<file path="src/rtl/core/v4au_pkg.sv">
package v4au_pkg;

   typedef enum logic [3:0] {
      CMD_NEG  = 4'd0,
      CMD_ADD  = 4'd1,
      CMD_SUB  = 4'd2,
      CMD_ADDS = 4'd3,
      CMD_SUBS = 4'd4,
      CMD_SMIN = 4'd5,
      CMD_MUL  = 4'd6,
      CMD_DIV  = 4'd7,
      CMD_DOT  = 4'd8,
      CMD_LEN  = 4'd9,
      CMD_NORM = 4'd10
   } cmd_type;

   typedef enum logic [1:0] {
      ST_OK  = 2'd0,
      ST_SAT = 2'd1,
      ST_DZ  = 2'd2
   } status_type;

   localparam int LANES      = 4;
   localparam int SQRT_STEPS = 32;
   localparam int DIV_STEPS  = 33;
   localparam int SQRT_FIRST = 3;
   localparam int LROUND     = SQRT_FIRST + SQRT_STEPS;
   localparam int NUMER      = LROUND + 1;
   localparam int OVFCHK     = NUMER + 1;
   localparam int DIV_FIRST  = OVFCHK + 1;
   localparam int LAST       = DIV_FIRST + DIV_STEPS;
   localparam int PIPE_DEPTH = LAST + 1;

   localparam logic signed [65:0] QMAX = 66'sd2147483647;
   localparam logic signed [65:0] QMIN = -66'sd2147483648;

   typedef struct packed {
      logic [3:0]         command;
      logic signed [31:0] a_x;
      logic signed [31:0] a_y;
      logic signed [31:0] a_z;
      logic signed [31:0] a_t;
      logic signed [31:0] b_x;
      logic signed [31:0] b_y;
      logic signed [31:0] b_z;
      logic signed [31:0] b_t;
      logic signed [31:0] scalar_in;
   } req_type;

   typedef struct packed {
      logic signed [31:0] r_x;
      logic signed [31:0] r_y;
      logic signed [31:0] r_z;
      logic signed [31:0] r_t;
      logic signed [31:0] r_scalar;
      logic [1:0]         status;
   } rsp_type;

   typedef struct packed {
      logic [3:0]                  cmd;
      logic [LANES-1:0][31:0]      a;
      logic [LANES-1:0][31:0]      b;
      logic [31:0]                 s;
      logic [LANES-1:0][31:0]      r;
      logic [LANES-1:0]            lsat;
      logic [LANES-1:0][63:0]      prod;
      logic [1:0][64:0]            psum;
      logic [63:0]                 rv;
      logic [63:0]                 rres;
      logic                        carry;
      logic                        zero;
      logic [31:0]                 rs;
      logic                        ssat;
      logic [32:0]                 den;
      logic [LANES-1:0][47:0]      rem;
      logic [LANES-1:0][32:0]      q;
      logic [LANES-1:0]            ovf;
   } pipe_type;

   typedef struct packed {
      logic        sat;
      logic [31:0] val;
   } clamp_type;

   function automatic clamp_type sat32(input logic signed [65:0] v);
      clamp_type c;
      if (v > QMAX) begin
         c.sat = 1'b1;
         c.val = 32'h7fff_ffff;
      end else if (v < QMIN) begin
         c.sat = 1'b1;
         c.val = 32'h8000_0000;
      end else begin
         c.sat = 1'b0;
         c.val = v[31:0];
      end
      return c;
   endfunction

endpackage

</file>
<file path="src/rtl/core/v4au_div_step.sv">
module v4au_div_step import v4au_pkg::*; (
   input  logic [47:0] rem,
   input  logic [32:0] den,
   input  logic [5:0]  shift,
   output logic [47:0] rem_out,
   output logic        qbit
);

   logic [65:0] dsh;

   assign dsh     = 66'(den) << shift;
   assign qbit    = 66'(rem) >= dsh;
   assign rem_out = qbit ? (rem - dsh[47:0]) : rem;

endmodule

</file>
<file path="config.mk">
export PLATFORM = sky130hd
export DESIGN_NAME = v4au_div_step
export DESIGN_NICKNAME = d
export VERILOG_FILES = /design/src/rtl/core/v4au_pkg.sv /design/src/rtl/core/v4au_div_step.sv
export SDC_FILE = /design/constraint.sdc
export NUM_CORES = 1
export LEC_CHECK = 0
export BUFFER_PORTS_ARGS = -buffer_cell sky130_fd_sc_hd__buf_4
export CAP_MARGIN = 15
export CORE_ASPECT_RATIO = 1.5
export CORE_MARGIN = 3
export CORE_UTILIZATION = 63
export DETAILED_ROUTE_END_ITERATION = 6
export GPL_TIMING_DRIVEN = 0
export PLACE_DENSITY = 0.9
export SETUP_SLACK_MARGIN = 0.15
export SYNTH_ARGS = -nofsm -noshare
export SYNTH_HDL_FRONTEND = slang
export SYNTH_SLANG_ARGS = --single-unit
</file>
<file path="constraint.sdc">
create_clock -name vclk -period 8.9
set_input_delay 0.89 -clock vclk [all_inputs]
set_output_delay 0.89 -clock vclk [all_outputs]
set_load 0.05 [all_outputs]
</file>
Yosys cells after proc, flatten, opt, wreduce, memory -nomap -nowiden
Index checks and enable logic that the tools add are counted.
{ "totals": {"register_bits": 0, "latch_bits": 0, "ramBits": 0, "rom_bits": 0, "inputBits": 87, "output_inout_bits": 49, "word_cells": 4, "n_memories": 0} }
{ "classes": {"n_addsub": 1, "multipliers": 0, "n_div": 0, "n_lt_le_gt_ge": 1, "eq_ne": 0, "n_shift": 1, "muxes": 1, "bitwise_logic": 0, "reduce_logical": 0} }
{ "op_table": {"columns": ["cell", "n"], "rows": [
  ["$ge 48x66->1", 1],
  ["$shl 33x6->66", 1],
  ["$mux 48", 1],
  ["$sub 48x48->48", 1]
]} }

Logic depth before layout (Yosys ltp)
{ "logic_depth": {"word_depth": 3, "ltp_mapped": 23, "mapped_depth_nobuf": 17} }

Worst setup path before layout
No wires, ideal clock.
{ "synth_timing": {"path_kind": "input to output", "start": "in shift[2]", "end": "out rem_out[36]", "arrival_ns": 6.059, "t_required_ns": 8.010, "setup_slack_ns": 1.951, "path_stages": 18, "n_path_buf": 5, "cell_sequence": "inv_1 > buf_1 > clkbuf_1 > buf_1 > clkbuf_1 > o21ai_0 > o21ai_0 > nand2_1 > ha_1 > nand2_1 > or3_1 > a2111o_1 > a31oi_1 > nor3_1 > a211oi_1 > o31ai_4 > buf_6 > o31ai_1"} }
{ "synth_via": {"elab_chain_len": 3, "word_cells_on_any_way": 4, "cone_classes": "add/sub (1); order compare (1); shift (1); mux (1)"} }
{ "synth_lines": {"columns": ["item", "line", "rtl"], "rows": [
  ["from (decl)", "v4au_div_step.sv:4", "input logic [5:0] shift,"],
  ["$shl 33x6->66 (*)", "v4au_div_step.sv:11", "assign dsh = 66'(den) << shift;"],
  ["$ge 48x66->1 or $sub 48x48->48 (tied branches)", "v4au_div_step.sv:12, v4au_div_step.sv:13", null],
  ["$mux 48 (*)", "v4au_div_step.sv:13", "assign rem_out = qbit ? (rem - dsh[47:0]) : rem;"],
  ["to (decl)", "v4au_div_step.sv:5", "output logic [47:0] rem_out,"]
]} }
Every way passes the cells marked *; elsewhere a longest branch is shown, timed or not.

Worst setup path after layout
{ "layout_timing": {"start": "in shift[2]", "end": "out rem_out[1]"} }
The elaborated chain is that of the path after synthesis.

==> qor.yml <==
setup_path:
  crit_type: "primary input to primary output"
  slowest_stage: "buf_1"
  crit_family: "buffers and inverters"
  crit_top_cell: "clkbuf_1"
  crit_arrival_ps: 7220
  critPathLaunch: "shift[2]"
  endpoint_kind: "primary output"
  worstPathRequired_ps: 8010
  cp-endpoint: "rem_out[1]"
  max_stage_delay_ps: 610
  crit_fanout: 10
  path_cells: "buf_4 > inv_1 > buf_1 > clkbuf_1 > buf_1 > clkbuf_1 > o21ai_0 > o21ai_0 > nand2_1 > ha_1 > nand4_1 > a2bb2oi_1 > a211oi_1 > nor3_1 > a211oi_1 > o31ai_4 > clkbuf_1 > nand2_1 > o21ai_1 > buf_4"
  crit_path_start_kind: "primary input"
  worst-path-buf-inv: 8
  worstSetupPathDepth: 20
timing:
  slew_headroom: 0.3880
  setup_viol: 0
  worstMarginPinSlew_ps: 908.5
  final.setup.worst_slack_ps: 791.5
  min_period_over_period: 0.9111
  rsz0062_at_grt: "false"
  slew_violations: 0
  fin_crit_ps: 8108
  tns_ps: 0
  hold_viol_final: 0
  fmax_ghz: 0.1233
grt:
  grt_use_total: 0.4515
  grt_pass1_vias: 8148
  grt_start_max_net_pins: 11
  antenna_found_initial: 0
  grt_pass1_wl_mm: 40.82
  grt_overflow_total: 0
yosys:
  synth_top_family_by_area: "compound AO/OA/AOI/OAI gates"
  synthAdderAreaFrac: 0.09598
  muxShareOfSynthArea: 0.2606
  synth_area_leaders: "mux4_2 (16%), ha_1 (9.3%), nand2_1 (8.7%), o21ai_0 (7.4%), mux2i_1 (7.0%)"
  synth-simple-area-share: 0.2359
  yosysTopAreaCell: "mux4_2"
  ys_top_cells_by_count: "nand2_1 (150), o21ai_0 (96), a21oi_1 (79)"
  yosysMostFrequentCell: "nand2_1"
  yosysWarnings: 0
  synth_xor_area_frac: 0.05283
  synth_cell_types: 73
  synth_seq_area_share: 0
  synthCells: 912
  synth_top_area_share: 0.1567
  synth_compound_area_frac: 0.2974
  synth_area_um2: 6466
  synthesis.nets: 1048
  syn_area_per_cell_um2: 7.090
placement:
  port_buffers: 134
  gp_congestion: 1.150
  dpl_worst_slack_ps: 1104
  place_inst: 1161
  hpwl_mm: 21.70
power:
  power_density_nw_per_um2: 96.22
  vdd_drop_max_v: 0.00007478
  leakagePower_nw: 3.292
  finalPower_uw: 732.8
final_layout:
  diodes: 0
  flops_and_latches: 0
  clkbuf_count: 0
  area_growth_pct: 17.78
  stdcell_count: 1161
  layout-drive-gt1-share: 0.2122
  num-fill-cells: 781
  regArea_um2: 0
  fin_nets: 1184
clock_tree:
  postCtsSetupBuffers: 0
  post_cts_resized: 0
  holdBufCountCts: 0
floorplan:
  die_w_um: 88.72
  io_pins: 136
  die_h_um: 130.1
  start_util: 0.6562
  fp.coreArea_um2: 9854
  design.die.area_um2: 11540
  rows: 44
flow_run:
  maxCapViolCount: 0
detailed_routing:
  vias: 8476
  viasPerCell: 7.301
  routed_wl_mm: 26.63
  wl_per_cell_um: 22.93
  drtPass1Iterations: 7
  drc: 0
  antenna_left: 0
  drtIter0Drc: 860
run_status:
  status: "finished clean"
hold_path:
  hp-class: "primary input to primary output"
## placed cells by master (no fill, tap or decap), types with 13 or more instances in the layout
cell type,instances
nand2_1,150
nand3_1,24
mux2_2,14
xor2_1,23
inv_1,20
xnor2_1,16
a21oi_1,79
mux4_2,45
nor2_1,52
clkbuf_1,39
nor3_1,16
a21o_1,22
and3_1,13
ha_1,48
nand4_1,16
mux2i_1,45
o21ai_0,96
buf_4,135
## worst min path at each step
stage	startpoint	endpoint	slack (ps)	depth (start not counted)
after floorplan	rem[43]	rem_out[43]	2010	2
after global placement	rem[37]	rem_out[37]	2150	4
after detailed placement	rem[45]	rem_out[45]	2160	4
after CTS	rem[36]	rem_out[36]	2160	4
after global routing	rem[43]	rem_out[43]	2180	4
final	rem[20]	rem_out[20]	2150	4
## tightest hold or removal path, stage by stage
cell and delay [ps]:
buf_4 80, nand2_1 40, o21ai_0 60, buf_4 190
## layer usage
layer	share of wire	GRT usage	up-vias
met4	0.10	0.3674	0
met1	0.32	0.4662	3800
met5	0	0	-
met2	0.47	0.7760	697
met3	0.098	0.08149	236
li1	-	-	3743
## logic make-up after synthesis
kind of cell,count (synthesis)
AOI/OAI and AO/OA,302
xor gates and xnor gates,39
adders and majority gates,49
buffers and inverters,84
muxes,109
and+or+nand+nor,329
## per-stage QoR
stage | hold slack, ps | utilization | instance area, µm²
2_1_floorplan | 2011 | - | 6466
3_3_place_gp | 2150 | 0.7729 | 7616
3_5_place_dp | 2158 | 0.7729 | 7616
4_1_cts | 2158 | 0.7729 | 7616
5_1_grt | 2175 | 0.7729 | 7616
6_report | 2155 | 0.7729 | 7616
## area by class of cell
class                      instances  area [µm²]  area share
multi-input combinational        828        6096      0.8004
timing repair buffer             134        1006      0.1321
buffer                            62       287.8     0.03779
tap                              115       143.9     0.01889
inverter                          22       82.58     0.01084
## where the power goes
part	internal [mW]	switching, mW	leakage (nW)
clock	0	0	0
sequential	0	0	0
combinational	0.270	0.463	3.29
No activity file was read; power rests on OpenSTA's default activity.
