===== src/rtl/core/v4au_pkg.sv =====
package v4au_pkg;

   typedef enum logic [3:0] {
      CMD_NEG  = 4'd0,
      CMD_ADD  = 4'd1,
      CMD_SUB  = 4'd2,
      CMD_ADDS = 4'd3,
      CMD_SUBS = 4'd4,
      CMD_SMIN = 4'd5,
      CMD_MUL  = 4'd6,
      CMD_DIV  = 4'd7,
      CMD_DOT  = 4'd8,
      CMD_LEN  = 4'd9,
      CMD_NORM = 4'd10
   } cmd_type;

   typedef enum logic [1:0] {
      ST_OK  = 2'd0,
      ST_SAT = 2'd1,
      ST_DZ  = 2'd2
   } status_type;

   localparam int LANES      = 4;
   localparam int SQRT_STEPS = 32;
   localparam int DIV_STEPS  = 33;
   localparam int SQRT_FIRST = 3;
   localparam int LROUND     = SQRT_FIRST + SQRT_STEPS;
   localparam int NUMER      = LROUND + 1;
   localparam int OVFCHK     = NUMER + 1;
   localparam int DIV_FIRST  = OVFCHK + 1;
   localparam int LAST       = DIV_FIRST + DIV_STEPS;
   localparam int PIPE_DEPTH = LAST + 1;

   localparam logic signed [65:0] QMAX = 66'sd2147483647;
   localparam logic signed [65:0] QMIN = -66'sd2147483648;

   typedef struct packed {
      logic [3:0]         command;
      logic signed [31:0] a_x;
      logic signed [31:0] a_y;
      logic signed [31:0] a_z;
      logic signed [31:0] a_t;
      logic signed [31:0] b_x;
      logic signed [31:0] b_y;
      logic signed [31:0] b_z;
      logic signed [31:0] b_t;
      logic signed [31:0] scalar_in;
   } req_type;

   typedef struct packed {
      logic signed [31:0] r_x;
      logic signed [31:0] r_y;
      logic signed [31:0] r_z;
      logic signed [31:0] r_t;
      logic signed [31:0] r_scalar;
      logic [1:0]         status;
   } rsp_type;

   typedef struct packed {
      logic [3:0]                  cmd;
      logic [LANES-1:0][31:0]      a;
      logic [LANES-1:0][31:0]      b;
      logic [31:0]                 s;
      logic [LANES-1:0][31:0]      r;
      logic [LANES-1:0]            lsat;
      logic [LANES-1:0][63:0]      prod;
      logic [1:0][64:0]            psum;
      logic [63:0]                 rv;
      logic [63:0]                 rres;
      logic                        carry;
      logic                        zero;
      logic [31:0]                 rs;
      logic                        ssat;
      logic [32:0]                 den;
      logic [LANES-1:0][47:0]      rem;
      logic [LANES-1:0][32:0]      q;
      logic [LANES-1:0]            ovf;
   } pipe_type;

   typedef struct packed {
      logic        sat;
      logic [31:0] val;
   } clamp_type;

   function automatic clamp_type sat32(input logic signed [65:0] v);
      clamp_type c;
      if (v > QMAX) begin
         c.sat = 1'b1;
         c.val = 32'h7fff_ffff;
      end else if (v < QMIN) begin
         c.sat = 1'b1;
         c.val = 32'h8000_0000;
      end else begin
         c.sat = 1'b0;
         c.val = v[31:0];
      end
      return c;
   endfunction

endpackage


===== src/rtl/core/v4au_lane.sv =====
module v4au_lane import v4au_pkg::*; (
   input  logic [3:0]  cmd,
   input  logic [31:0] a,
   input  logic [31:0] b,
   input  logic [31:0] s,
   output logic [31:0] r,
   output logic        sat,
   output logic [63:0] prod
);

   logic signed [65:0] sa;
   logic signed [65:0] sb;
   logic signed [65:0] ss;
   logic signed [65:0] sum;
   logic [31:0]        m;
   logic signed [63:0] pw;
   clamp_type          c;

   assign sa = 66'($signed(a));
   assign sb = 66'($signed(b));
   assign ss = 66'($signed(s));

   always_comb begin
      case (cmd)
         CMD_NEG:  sum = -sa;
         CMD_ADD:  sum = sa + sb;
         CMD_SUB:  sum = sa - sb;
         CMD_ADDS: sum = sa + ss;
         CMD_SUBS: sum = sa - ss;
         CMD_SMIN: sum = ss - sa;
         default:  sum = '0;
      endcase
   end

   assign c   = sat32(sum);
   assign r   = c.val;
   assign sat = c.sat;

   // one shared multiplier: a*s, a*b or a*a
   always_comb begin
      if (cmd == CMD_MUL) begin
         m = s;
      end else if (cmd == CMD_DOT) begin
         m = b;
      end else begin
         m = a;
      end
   end

   assign pw   = $signed(a) * $signed(m);
   assign prod = pw;

endmodule


===== config.mk =====
export PLATFORM = sky130hd
export DESIGN_NAME = v4au_lane
export DESIGN_NICKNAME = d
export VERILOG_FILES = /design/src/rtl/core/v4au_pkg.sv /design/src/rtl/core/v4au_lane.sv
export SDC_FILE = /design/constraint.sdc
export NUM_CORES = 2
export LEC_CHECK = 0
export ABC_AREA = 0
export BUFFER_PORTS_ARGS = -buffer_cell sky130_fd_sc_hd__buf_2
export CAP_MARGIN = 20
export CELL_PAD_IN_SITES_DETAIL_PLACEMENT = 0
export CELL_PAD_IN_SITES_GLOBAL_PLACEMENT = 1
export CORE_UTILIZATION = 35
export DETAILED_ROUTE_END_ITERATION = 10
export PLACE_DENSITY_LB_ADDON = 0.2
export RECOVER_POWER = 100
export SLEW_MARGIN = 20
export SYNTH_ARGS = -nofsm -noshare
export SYNTH_HDL_FRONTEND = slang
export SYNTH_SLANG_ARGS = --single-unit

===== constraint.sdc =====
create_clock -name vclk -period 20
set_input_delay 3 -clock vclk [all_inputs]
set_output_delay 3 -clock vclk [all_outputs]
set_load 0.01 [all_outputs]

Word-level counts from Yosys, hierarchy flattened
Cells that the tools add are included.
- equal/unequal tests: 7
- reduce and logical (&&, ||, !) cells: 1
- muxes and demuxes: 5
- $add $sub $neg: 6
- magnitude comparators: 2
- $mul: 1
- operators by type and width (cell ; count):
    $pmux W66 S6 ; 1
    $sub A32 B32 Y33 ; 3
    $add A32 B32 Y33 ; 2
    $gt A66 B32 Y1 const B ; 1
    $lt A66 B32 Y1 const B ; 1
    $mux W33 ; 2
    $neg A32 Y66 ; 1
    $mul A32 B32 Y64 ; 1
    $mux W32 ; 2
    $eq A4 B3 Y1 const B ; 3
    $eq A4 B2 Y1 const B ; 2
    $eq A4 B1 Y1 const B ; 1
    $eq A4 B4 Y1 const B ; 1
    $logic_not A4 Y1 ; 1
- logic and storage cells: 22
- bits in registers: 0
- input bits: 100

Depth between registers and ports, before layout
- word-level depth: 5
- gate-level depth with buffers: 36

Worst setup path before layout
OpenSTA, ideal clock, no wires.
- path type: input to output
- from: input cmd[3]
- to: output prod[63]
- arrival time: 12387 ps
- cell stages on the path: 30
- required time: 17000 ps
- slack: 4613 ps
- buffers on the path: 4
- path through: clkbuf_1 inv_1 nor4_1 clkbuf_1 buf_1 a211oi_1 a21oi_1 clkbuf_1 nand2_1 inv_1 fa_1 fa_1 fa_1 fa_1 inv_1 fa_1 inv_1 fa_1 inv_1 fa_1 inv_1 fa_1 ha_1 a21o_1 a21o_1 a221oi_1 o21ai_0 a311o_1 and4_1 nor3_1
- word-level cells in the longest chain between the ends: 4
- elaborated cells on any way between the ends: 5
- ends and longest elaborated chain (what ; RTL line ; RTL):
    start: declaration ; v4au_lane.sv:2 ; input logic [3:0] cmd,
    $eq A4 B4 Y1 ; v4au_lane.sv:43 ; end else if (cmd == CMD_DOT) begin
    $mux W32 ; v4au_lane.sv:43 ;
    $mux W32 * ; v4au_lane.sv:41 ; if (cmd == CMD_MUL) begin
    $mul A32 B32 Y64 * ; v4au_lane.sv:50 ; assign pw = $signed(a) * $signed(m);
    end: declaration ; v4au_lane.sv:8 ; output logic [63:0] prod
Every way passes the cells marked *; elsewhere a longest branch is shown, timed or not.

Worst setup path in the final report
- from: input cmd[0]
- to: output prod[63]
The elaborated chain is that of the path after synthesis.

==> results.txt <==
The flow ran to the end, but the final reports show violations. The checks that failed: capacitance limit, slew limit. The net count of the mapped netlist is 7,110. The remaining antenna violation count after routing came out at 0. For this block, the initial DRC count from the detailed router was 2,372. The arrival time at the worst endpoint is 15.48 ns. The worst hold path passes through 5 cells. After synthesis, the cell types taking the most area are sky130_fd_sc_hd__fa_1, sky130_fd_sc_hd__ha_1, sky130_fd_sc_hd__inv_1, sky130_fd_sc_hd__and2_1, sky130_fd_sc_hd__nand2_1. The number of vias per cell came out at 5.227. The number of hold-repair buffers added at the cts stage is 0.

The final layout contains a sequential cell count of 0. The worst setup path is launched from a primary input. The highest achievable clock rate came out at 54.11 MHz.

The post-CTS setup buffer count came out at 0. The worst hold endpoint is r[0]. The number of antenna violations at the first check in global routing came out at 5. The number of distinct library cell variants in the gate-level netlist after synthesis came out at 83. The nature of the critical path endpoint is an output pin. The via total after detailed routing came out at 38,220. The initial core utilization is 0.3530. The max-slew violation total from the final report is 32. The minimum clock period came out at 18.48 ns. For this design, the slowest cell found on the critical path is sky130_fd_sc_hd__inv_1.

Synthesis produced a netlist whose cell count is 5,576. The floorplan step defined a die boundary enclosing 136,100 um^2. The number of buffers and inverters on the critical path is 11. The relative max-transition margin is -0.3256. The class of the most critical hold timing path is primary input to output pin.

The part of the Yosys area used for sequential elements is 0. The layout overhead on the synthesized area came out at 5.673%. After detailed routing, the average wire length per cell comes to 22.64 um.

The met3 layer usage reported by global route came out at 0.01564. Across the run, the number of max-cap violations was 1. In the post-synthesis netlist, the cell with the most instances is sky130_fd_sc_hd__inv_1. The area share of the leading cell type in the synthesized netlist came out at 0.4619. The most numerous cell type found on the critical path is sky130_fd_sc_hd__fa_1. The number of warnings printed during yosys synthesis is 0. The most used routing layer in global routing is met2. The number of global-route vias before repair came out at 41,130. The measured slew at the worst slew-check pin is 1.988 ns. The layout has 0 clock buffers. The number of port buffers came out at 197. In the final layout, the multi-input gates occupy 41,780 um^2.

The met1 capacity usage during global routing came out at 0.3286. The met2 global-route usage came out at 0.4387. The first global-routing pass estimated 258,900 um of wire. The post-route clock period utilization came out at 0.9240.

By count the netlist is led by sky130_fd_sc_hd__inv_1, sky130_fd_sc_hd__fa_1, sky130_fd_sc_hd__nand2_1, sky130_fd_sc_hd__and2_1, sky130_fd_sc_hd__ha_1. For this run, the total global-route usage over all layers was measured as 0.2477. For this run, design rule violations remaining after detail routing come to 0. The final number of setup-violating endpoints is 0.

The half-perimeter wire length after placement is 136,000 um. The number of gates given a new drive strength after cts is 0. Pin placement for this block handled 197 I/O pins. The width of the die came out at 368.9 um. The net count reported at finish came out at 7,075.

In the final timing run, aggregate negative setup slack is 0 ns. The area taken by flip-flops and latches is 0 um^2. The critical hold path startpoint is cmd[3]. For this block, the routed nets add up to 165,500 um of wire. The y dimension of the die is 368.9 um. The remaining global-route overflow is 0.

The mean area per synthesized cell is 8.449 um^2. The hold violation count in the final report was 0. The setup path with the least slack is of type primary input to output pin. The placeable core area came out at 133,500 um^2. Of all cell types, the one taking the most synthesized area is sky130_fd_sc_hd__fa_1. The post-synthesis instance area came out at 47,110 um^2.

The worst hold slack came out at 6.721 ns. The kind of cell adding the most delay to the critical path is adder cells. The routability-driven placement congestion ratio came out at 0.9670. The pin count of the biggest net entering global routing is 65. The endpoint required time on the critical path is 17.00 ns.

The fill cell total of the finished layout is 14,140. The largest fanout of any net on the critical path came out at 32. The ratio of cells with drive above 1 in the final layout came out at 0.05886. In this run the core area contains 134 standard-cell rows. The logic depth of the worst setup path including buffers came out at 36.

The iteration count of the initial detailed-routing pass is 6. The highest cell delay on the worst timing path is 0.88 ns. Setup repair after global routing left no endpoint under its margin.
## cells in the final DEF (no fill, tap or decap), types with 81 or more instances in the layout
| master | synthesis | final |
|---|---|---|
| sky130_fd_sc_hd__a21oi_1 | 285 | 253 |
| sky130_fd_sc_hd__buf_2 | 1 | 120 |
| sky130_fd_sc_hd__o21ai_0 | 126 | 129 |
| sky130_fd_sc_hd__buf_4 | 0 | 95 |
| sky130_fd_sc_hd__fa_1 | 1087 | 1087 |
| sky130_fd_sc_hd__clkbuf_1 | 314 | 81 |
| sky130_fd_sc_hd__inv_1 | 1104 | 1105 |
| sky130_fd_sc_hd__and2_1 | 525 | 524 |
| sky130_fd_sc_hd__nand2_1 | 606 | 606 |
| sky130_fd_sc_hd__nor2_1 | 234 | 233 |
| sky130_fd_sc_hd__xnor2_1 | 113 | 113 |
| sky130_fd_sc_hd__ha_1 | 347 | 347 |
## metal layers
| layer | routed length (um) | share of wire | vias up |
|---|---|---|---|
| li1 | - | - | 17260 |
| met1 | 71160 | 0.43 | 19850 |
| met2 | 82930 | 0.50 | 942 |
| met3 | 6737 | 0.041 | 170 |
| met4 | 4679 | 0.028 | 2 |
| met5 | 13 | 0.000079 | - |
## how the worst max path moves through the flow
| stage | from | endpoint | slack [ns] |
|---|---|---|---|
| after global routing | cmd[0] | prod[63] | 0.87 |
| after global placement | cmd[0] | prod[63] | 2.27 |
| final | cmd[0] | prod[63] | 1.52 |
| after CTS | cmd[0] | prod[63] | 2.25 |
| after detailed placement | cmd[0] | prod[63] | 2.30 |
| after floorplan | cmd[3] | prod[63] | 4.61 |
## area by class of cell
class / instances / share of cell area
Antenna cell: 5 / 0.0002513
Tap cell: 1768 / 0.04443
Inverter: 1108 / 0.08354
Multi-Input combinational cell: 4134 / 0.8391
Timing Repair Buffer: 297 / 0.03265
## kinds of logic (layout without fill, tap and decap cells)
kind of cell | after synthesis | after routing | share of synthesized area
fa+ha+maj | 1434 | 1434 | 0.5541
mux | 9 | 9 | 0.001965
compound gates | 899 | 899 | 0.1275
buf+inv | 1442 | 1405 | 0.1166
simple gates | 1650 | 1650 | 0.1735
xor+xnor | 142 | 142 | 0.02640
other cells | 0 | 5 | 0
## per-stage QoR
| step | utilization | setup slack [ns] | cell area, um^2 | instances |
|---|---|---|---|---|
| finish | 0.3730 | 1.520 | 49780 | 7312 |
| global route | 0.3730 | 0.8745 | 49770 | 7308 |
| CTS | 0.3739 | 2.252 | 49900 | 7307 |
| detailed placement | 0.3739 | 2.299 | 49900 | 7307 |
| global placement | 0.3739 | 2.266 | 49900 | 7307 |
| floorplan | - | 4.613 | 47110 | 5576 |
## tightest hold or removal path, stage by stage
cell                      delay, ns
sky130_fd_sc_hd__buf_2         0.16
sky130_fd_sc_hd__inv_1         0.15
sky130_fd_sc_hd__a21oi_1       0.12
sky130_fd_sc_hd__o21ai_0       0.13
sky130_fd_sc_hd__buf_2         0.15
